[src/rtl/third_chance_page_replacement_defines.svh]
// ---------------------------------------------------------------------------
// Assertion macros for the page replacement block
// Clock and reset names clk and arst_n are taken from the enclosing module.
// ---------------------------------------------------------------------------
`ifndef THIRD_CHANCE_PAGE_REPLACEMENT_DEFINES_SVH
`define THIRD_CHANCE_PAGE_REPLACEMENT_DEFINES_SVH

`ifndef ASSERT_OFF
`define TCPR_ASSERT(lbl, prop, msg) \
	lbl: assert property (@(posedge clk) disable iff (!arst_n) (prop)) else $error(msg);
`define TCPR_ASSERT_NEXT(lbl, ante, cons, msg) \
	lbl: assert property (@(posedge clk) disable iff (!arst_n) (ante) |=> (cons)) else $error(msg);
`else
`define TCPR_ASSERT(lbl, prop, msg)
`define TCPR_ASSERT_NEXT(lbl, ante, cons, msg)
`endif

`endif

[src/rtl/tcpr_pkg.sv]
// ---------------------------------------------------------------------------
// tcpr_pkg
// Types, constants and the microcode program of the page replacement block.
// ---------------------------------------------------------------------------
`default_nettype none

package tcpr_pkg;

	localparam int FRAMES    = 16;
	localparam int SLOT_W    = $clog2(FRAMES);
	localparam int CNT_W     = $clog2(FRAMES + 1);
	localparam int ADDR_W    = 32;
	localparam int PAGE_LSB  = 12;
	localparam int PAGE_W    = ADDR_W - PAGE_LSB;
	localparam int FAULT_W   = 32;
	localparam int CFG_W     = 5;
	localparam int POS_W     = 4;
	localparam logic [CFG_W-1:0] CFG_RESET = CFG_W'(16);

	// Program steps of the sequencer.
	typedef enum logic [2:0] {
		ST_IDLE     = 3'd0,
		ST_SCAN_RD  = 3'd1,
		ST_SCAN_CMP = 3'd2,
		ST_DONE     = 3'd3,
		ST_FAULT    = 3'd4,
		ST_EV_RD    = 3'd5,
		ST_EV_TEST  = 3'd6,
		ST_APPEND   = 3'd7
	} step_t;

	// Jump conditions: when true the sequencer goes to the target step,
	// otherwise it falls through to the next one.
	typedef enum logic [2:0] {
		COND_NEVER,
		COND_ALWAYS,
		COND_NO_START,
		COND_SCAN_END,
		COND_NO_MATCH,
		COND_NOT_FULL,
		COND_NO_VICTIM
	} cond_t;

	typedef struct packed {
		cond_t cond;
		step_t target;
		logic  ld_item;
		logic  rd_scan;
		logic  scan_cmp;
		logic  strobe;
		logic  fault;
		logic  rd_head;
		logic  ev_test;
		logic  append;
	} ctrl_t;

	localparam ctrl_t CTRL_NOP = '{cond: COND_NEVER, target: ST_IDLE, default: 1'b0};

	function automatic ctrl_t ucode_rom(input step_t step);
		ctrl_t w;
		w = CTRL_NOP;
		case (step)
			ST_IDLE: begin
				w.cond = COND_NO_START;  w.target = ST_IDLE;    w.ld_item = 1'b1;
			end
			ST_SCAN_RD: begin
				w.cond = COND_SCAN_END;  w.target = ST_FAULT;   w.rd_scan = 1'b1;
			end
			ST_SCAN_CMP: begin
				w.cond = COND_NO_MATCH;  w.target = ST_SCAN_RD; w.scan_cmp = 1'b1;
			end
			ST_DONE: begin
				w.cond = COND_ALWAYS;    w.target = ST_IDLE;    w.strobe = 1'b1;
			end
			ST_FAULT: begin
				w.cond = COND_NOT_FULL;  w.target = ST_APPEND;  w.fault = 1'b1;
			end
			ST_EV_RD: begin
				w.cond = COND_NEVER;     w.target = ST_IDLE;    w.rd_head = 1'b1;
			end
			ST_EV_TEST: begin
				w.cond = COND_NO_VICTIM; w.target = ST_EV_RD;   w.ev_test = 1'b1;
			end
			ST_APPEND: begin
				w.cond = COND_ALWAYS;    w.target = ST_DONE;    w.append = 1'b1;
			end
			default: w = CTRL_NOP;
		endcase
		return w;
	endfunction

endpackage

`default_nettype wire

[src/rtl/third_chance_page_replacement.sv]
// ---------------------------------------------------------------------------
// third_chance_page_replacement
// Enhanced second chance page replacement over a FIFO of resident pages.
// ---------------------------------------------------------------------------
// A transaction starts when start is high while busy is low; command and
// address are sampled at that edge and busy stays high until the result is
// shown. The result is on hit, fault_total, evicted_valid, evicted_page and
// queue_position for exactly one cycle with done high; the receiver cannot
// stall, so the result must be taken in that cycle.
// A short microcode program steps a single datapath: the resident queue is
// scanned one entry at a time (memory read, then compare), and on a fault
// with a full queue the head is rotated (read, then test) until a victim
// leaves; the rotations number at most twice the occupancy. The next
// transaction can be accepted in the cycle after done.
// The frames_in_use register is written on cfg_valid (cfg_ready is always
// high); write it only while no transaction is in flight, as the block
// itself does not enforce this. Reset empties the queue, clears the fault
// count and sets frames_in_use to 16; no clearing pass is needed.
// ---------------------------------------------------------------------------
`default_nettype none

`include "third_chance_page_replacement_defines.svh"

module third_chance_page_replacement (
	input  logic                            clk,
	input  logic                            arst_n,
	input  logic                            start,
	output logic                            busy,
	input  logic                            command,
	input  logic [tcpr_pkg::ADDR_W-1:0]     address,
	output logic                            done,
	output logic                            hit,
	output logic [tcpr_pkg::FAULT_W-1:0]    fault_total,
	output logic                            evicted_valid,
	output logic [tcpr_pkg::PAGE_W-1:0]     evicted_page,
	output logic [tcpr_pkg::POS_W-1:0]      queue_position,
	input  logic                            cfg_valid,
	output logic                            cfg_ready,
	input  logic [tcpr_pkg::CFG_W-1:0]      cfg_data
);

	import tcpr_pkg::*;

	step_t upc_q, upc_d;
	ctrl_t ctrl;
	logic  take_jump;

	logic [CFG_W-1:0]   cfg_q;
	logic [SLOT_W-1:0]  head_q;
	logic [CNT_W-1:0]   count_q;
	logic [CNT_W-1:0]   idx_q;
	logic [FAULT_W-1:0] fault_q;
	logic [PAGE_W-1:0]  page_q;
	logic               write_q;
	logic               hit_q;
	logic               ev_q;
	logic [PAGE_W-1:0]  evp_q;
	logic [POS_W-1:0]   pos_q;
	logic [FRAMES-1:0]  ref_q;
	logic [FRAMES-1:0]  mod_q;

	logic [PAGE_W-1:0]  page_mem [FRAMES];
	logic [PAGE_W-1:0]  rdata_q;

	logic [CNT_W-1:0]   cap;
	logic [SLOT_W-1:0]  scan_slot;
	logic [SLOT_W-1:0]  tail_slot;
	logic [SLOT_W-1:0]  head_next;
	logic               scan_end;
	logic               match;
	logic               full;
	logic               victim;
	logic               mem_we;
	logic [SLOT_W-1:0]  mem_ra;
	logic [PAGE_W-1:0]  mem_wd;

	// Datapath status.
	always_comb begin
		if (cfg_q == '0) begin
			cap = CNT_W'(1);
		end else if (CNT_W'(cfg_q) > CNT_W'(FRAMES)) begin
			cap = CNT_W'(FRAMES);
		end else begin
			cap = CNT_W'(cfg_q);
		end
	end

	assign scan_slot = head_q + idx_q[SLOT_W-1:0];
	assign tail_slot = head_q + count_q[SLOT_W-1:0];
	assign head_next = head_q + SLOT_W'(1);
	assign scan_end  = (idx_q == count_q);
	assign match     = (rdata_q == page_q);
	assign full      = (count_q >= cap) && (count_q != '0);
	assign victim    = !ref_q[head_q] && !mod_q[head_q];

	// Sequencer.
	always_comb begin
		ctrl = ucode_rom(upc_q);
		case (ctrl.cond)
			COND_NEVER:     take_jump = 1'b0;
			COND_ALWAYS:    take_jump = 1'b1;
			COND_NO_START:  take_jump = !start;
			COND_SCAN_END:  take_jump = scan_end;
			COND_NO_MATCH:  take_jump = !match;
			COND_NOT_FULL:  take_jump = !full;
			COND_NO_VICTIM: take_jump = !victim;
			default:        take_jump = 1'b0;
		endcase
		upc_d = take_jump ? ctrl.target : step_t'(upc_q + 3'd1);
	end

	always_ff @(posedge clk or negedge arst_n) begin
		if (!arst_n) begin
			upc_q <= ST_IDLE;
		end else begin
			upc_q <= upc_d;
		end
	end

	assign busy      = (upc_q != ST_IDLE);
	assign cfg_ready = 1'b1;

	// Page memory: one write and one registered read per cycle.
	assign mem_we = (ctrl.ev_test && !victim) || ctrl.append;
	assign mem_ra = ctrl.rd_head ? head_q : scan_slot;
	assign mem_wd = ctrl.append ? page_q : rdata_q;

	always_ff @(posedge clk) begin
		if (mem_we) begin
			page_mem[tail_slot] <= mem_wd;
		end
		rdata_q <= page_mem[mem_ra];
	end

	// Item and result registers.
	always_ff @(posedge clk) begin
		if (ctrl.ld_item) begin
			page_q  <= address[ADDR_W-1:PAGE_LSB];
			write_q <= command;
			hit_q   <= 1'b0;
			ev_q    <= 1'b0;
			evp_q   <= '0;
		end
		if (ctrl.scan_cmp && match) begin
			hit_q <= 1'b1;
			pos_q <= POS_W'(idx_q);
		end
		if (ctrl.ev_test && victim) begin
			ev_q  <= 1'b1;
			evp_q <= rdata_q;
		end
		if (ctrl.append) begin
			pos_q <= POS_W'(count_q);
		end
	end

	// Queue state.
	always_ff @(posedge clk or negedge arst_n) begin
		if (!arst_n) begin
			cfg_q   <= CFG_RESET;
			head_q  <= '0;
			count_q <= '0;
			idx_q   <= '0;
			fault_q <= '0;
			ref_q   <= '0;
			mod_q   <= '0;
		end else begin
			if (cfg_valid && cfg_ready) begin
				cfg_q <= cfg_data;
			end
			if (ctrl.ld_item) begin
				idx_q <= '0;
			end
			if (ctrl.scan_cmp) begin
				if (match) begin
					ref_q[scan_slot] <= 1'b1;
					if (write_q) begin
						mod_q[scan_slot] <= 1'b1;
					end
				end else begin
					idx_q <= idx_q + CNT_W'(1);
				end
			end
			if (ctrl.fault && (fault_q != '1)) begin
				fault_q <= fault_q + FAULT_W'(1);
			end
			if (ctrl.ev_test) begin
				head_q <= head_next;
				if (victim) begin
					count_q <= count_q - CNT_W'(1);
				end else begin
					// The head page moves to the tail with one chance used up.
					ref_q[tail_slot] <= 1'b0;
					mod_q[tail_slot] <= ref_q[head_q] && mod_q[head_q];
				end
			end
			if (ctrl.append) begin
				// Only the appended page has its referenced bit set; all others are cleared.
				ref_q            <= FRAMES'(1) << tail_slot;
				mod_q[tail_slot] <= write_q;
				count_q          <= count_q + CNT_W'(1);
			end
		end
	end

	assign done           = ctrl.strobe;
	assign hit            = hit_q;
	assign fault_total    = fault_q;
	assign evicted_valid  = ev_q;
	assign evicted_page   = evp_q;
	assign queue_position = pos_q;

	`TCPR_ASSERT(a_count_range, count_q <= CNT_W'(FRAMES), "resident count above frame count")
	`TCPR_ASSERT(a_evict_on_fault, !(done && evicted_valid && hit), "eviction reported on a hit")
	`TCPR_ASSERT_NEXT(a_accept_busy, start && !busy, busy, "accepted transaction did not raise busy")
	`TCPR_ASSERT_NEXT(a_done_idle, done, !busy, "sequencer not idle after result")
	`TCPR_ASSERT(a_append_room, !(ctrl.append && (count_q >= CNT_W'(FRAMES))), "append into a full queue")

endmodule

`default_nettype wire
[config.mk]
export PLATFORM = sky130hd
export DESIGN_NAME = third_chance_page_replacement
export DESIGN_NICKNAME = d
export VERILOG_FILES = /design/src/rtl/tcpr_pkg.sv /design/src/rtl/third_chance_page_replacement.sv
export VERILOG_INCLUDE_DIRS = /design/src /design/src/rtl
export SDC_FILE = /design/constraint.sdc
export NUM_CORES = 1
export LEC_CHECK = 0
export ABC_CLOCK_PERIOD_IN_PS = 6650
export CAP_MARGIN = 20
export CORE_MARGIN = 2
export CORE_UTILIZATION = 68
export DETAILED_ROUTE_END_ITERATION = 10
export DONT_BUFFER_PORTS = 1
export GPL_TIMING_DRIVEN = 1
export HOLD_SLACK_MARGIN = 0.05
export PLACE_DENSITY = 0.9
export SKIP_CTS_REPAIR_TIMING = 1
export SLEW_MARGIN = 20
export SYNTH_ARGS = -nofsm -noshare
export SYNTH_HDL_FRONTEND = slang
export SYNTH_SLANG_ARGS = --single-unit
[constraint.sdc]
create_clock -name clk -period 6.65 [get_ports clk]
set_input_delay 0.9975 -clock clk [delete_from_list [all_inputs] [get_ports clk]]
set_output_delay 0.9975 -clock clk [all_outputs]
set_load 0.03 [all_outputs]
==> qor.csv <==
metric;value;unit
clock_path_buffers;3;
synth-simple-area-share;0.0683;
fin_crit_sh;0.654;
cp.arrival;4.76;ns
design_area;22100;sq um
synth_enable_flop_cells;365;
ys_ff_latch;473;
n_antenna_cell;0;
path_max_fanout;15;
p_total;12.2;mW
totalWireLength;48.6;mm
maxCapViolations;0;
crit_type;reg -> reg;
overflow;0;
synthesis.nets;1282;
cts_root_buffer;clkbuf_16;
cellPowerDensity;554;nW/um^2
fin_setup_tns;0;ns
leakagePower;7.80;nW
dieArea;30800;sq um
drive_gt1_frac;0.201;
rsz0062_at_grt;false;
top_usage_layer;met2;
routedWlPerCell;29.5;um
portBuffers;0;
initial_core_util;0.693;
grt_util_met2;0.526;
gp_congestion;0.873;
critPathSlowestCell;dfrtp_1;
dpl.cell_count;1560;
fin_crit;4.35;ns
clk_latency;0.55;ns
final_antenna_net_count;0;
ys.flop_type;edfxtp_1;
cp_top_family;simple AND/OR/NAND/NOR gates;
synth_xor_area_frac;0.0315;
via_count;11700;
required;7.06;ns
critPathBufInv;1;
hpwl;25.6;mm
synth_compound_area_frac;0.0512;
tightestPinTransition;1.09;ns
timing.rr.start;head_q[1];
finalNonFillerCells;1644;
area_growth;10.6;%
synth_mux_area_frac;0.134;
netlist_area;20000;sq um
run_status;finished, final reports clean;
viasPerCell;7.13;
pre_cts_slack;2.45;ns
syn_area_per_cell;16.5;sq um
grt_pass1_wl;71.8;mm
rrSetupSlack;2.30;ns
crit_chain;ha_1 > a21o_1 > a21oi_1 > xor2_1 > nand2_1 > nor3_2 > buf_4 > nand2b_1 > o211ai_1;
regToRegEndpoint;mod_q[15];
numCtsBuffers;45;
ys_types;74;
rows;62;
synth_cells;1214;
path_clk_slew;0.07;ns
die_w;175;um
fp.coreArea;28900;sq um
cts.htree.levels;2;
first_pass_iters;7;
dieHeight;175;um
grt.total_usage;0.316;
grt_util_met1;0.410;
max_stage_delay;0.82;ns
cts_tree;built;
synth_top_family_by_area;multiplexers;
worst-r2r-cell-count;9;
drt_iter0_drc;1467;
final_nets;1292;
setup_viol;0;
hold_class;in -> async;
post_dp_cell_area;20500;sq um
slew_headroom;0.274;
grt_start_max_net_pins;87;
async_flop_share;0.182;
cp-start-kind;register;
synth-seq-area-share;0.678;
antenna_found_initial;0;
synth_warnings;0;
grtUsageMet3;0.0643;
hold_viol;0;
io_pins;103;
setup_ws;2.30;ns
grt_pass1_vias;11800;
vdd_ir_drop_max;0.537;mV
synth_adder_area_share;0.0174;
clock_sinks;473;
slew_viol_final;0;
fmax;0.230;GHz
worst_setup_path_end_kind;register;
drc;0;
final.setup_skew;0.0198;ns
-- metal layers --
metal / vias to the layer above / wire, um
li1: 4759 / -
met3: 188 / 5350
met4: 0 / 2440
met2: 938 / 24200
met5: - / 0
met1: 5840 / 16600
-- metrics by stage --
| step | util | hold slack (ns) |
|---|---|---|
| final | 0.766 | 0.145 |
| after floorplan | - | 0.466 |
| after CTS | 0.765 | 0.134 |
| after detailed placement | 0.710 | 0.506 |
| after global routing | 0.766 | 0.126 |
| after global placement | 0.710 | 0.493 |
-- state kept, by name (all words and copies together) (netlist names), 4 cells and up --
name            flops
page_mem          320
fault_total        32
evicted_page       20
page_q             20
rdata_q            20
mod_q              16
ref_q              16
cfg_q               5
count_q             5
idx_q               5
head_q              4
queue_position      4
-- logic make-up (layout without fill, tap and decap cells) --
logic type,count (synthesis),in the layout
flops,473,473
simple gates,248,248
compound gates,158,158
mux,150,150
buf+inv,86,132
xor+xnor,72,72
fa+ha+maj,26,26
other cells,1,1
-- worst reg2reg max path, stage by stage, from the launching register on --
cell and delay [ns]:
dfrtp_1 0.82, ha_1 0.36, a21o_1 0.15, a21oi_1 0.25, xor2_1 0.68, nand2_1 0.47
nor3_2 0.78, buf_4 0.43, nand2b_1 0.17, o211ai_1 0.10
-- worst max-delay path by stage --
stage | cells past startpoint | to | startpoint | slack [ns]
2_1_floorplan | 6 | page_mem[10][0] | count_q[1] | 2.80
3_3_place_gp | 9 | mod_q[15] | head_q[1] | 2.61
3_5_place_dp | 9 | mod_q[15] | head_q[1] | 2.45
4_1_cts | 7 | rdata_q[19] | head_q[0] | 2.36
5_1_grt | 9 | mod_q[15] | head_q[1] | 2.08
6_report | 9 | mod_q[15] | head_q[1] | 2.30
-- layout make-up --
class                      count  area [sq um]
tap                          384           480
clock buffer                  62          1320
sequential                   473         13600
clock inverter                21           280
timing repair buffer          25           220
inverter                      24          90.1
fill                        1491          6750
multi-input combinational    655          6160
-- synth_stat cells (4+ instances only) --
cell | number | area (sq um)
and3_1 | 24 | 150
nor3_1 | 17 | 85.1
nand2_1 | 47 | 176
edfxtp_1 | 365 | 11000
mux4_2 | 80 | 1800
mux2_2 | 32 | 360
buf_2 | 11 | 55.1
and2_1 | 9 | 56.3
a21oi_1 | 56 | 280
nand4_1 | 13 | 81.3
buf_1 | 4 | 15.0
a21o_1 | 10 | 75.1
mux2i_1 | 27 | 270
inv_1 | 24 | 90.1
xor2_1 | 33 | 289
o32ai_1 | 12 | 105
xnor2_1 | 39 | 342
dfxtp_1 | 22 | 440
mux4_1 | 8 | 210
ha_1 | 23 | 288
clkbuf_1 | 36 | 135
dfrtp_1 | 85 | 2130
a211oi_1 | 22 | 165
buf_4 | 8 | 60.1
nor2b_1 | 26 | 163
o21ai_0 | 15 | 75.1
nor2_1 | 48 | 180
a31oi_1 | 9 | 56.3
nor4_1 | 17 | 106
nand3_1 | 20 | 100
o22ai_1 | 12 | 75.1
-- placed cells by master, fill, tap and decap left out, types with 17 or more instances in the layout --
cell and instances:
xnor2_1 39, xor2_1 32, buf_4 23, and3_1 24
a21oi_1 52, mux2i_1 26, dfxtp_1 22, inv_1 23
nand2_1 47, mux2_2 32, a211oi_1 22, clkbuf_16 47
nor2_1 42, nand3_1 20, ha_1 22, mux4_2 80
dfrtp_1 85, nor4_1 17, nor2b_1 26, edfxtp_1 365
-- power by group --
part | internal [mW] | switching (mW)
Clock | 1.63 | 1.10
Combinational | 1.99 | 2.94
Sequential | 4.02 | 0.560
(Power assumes the default switching activity.)
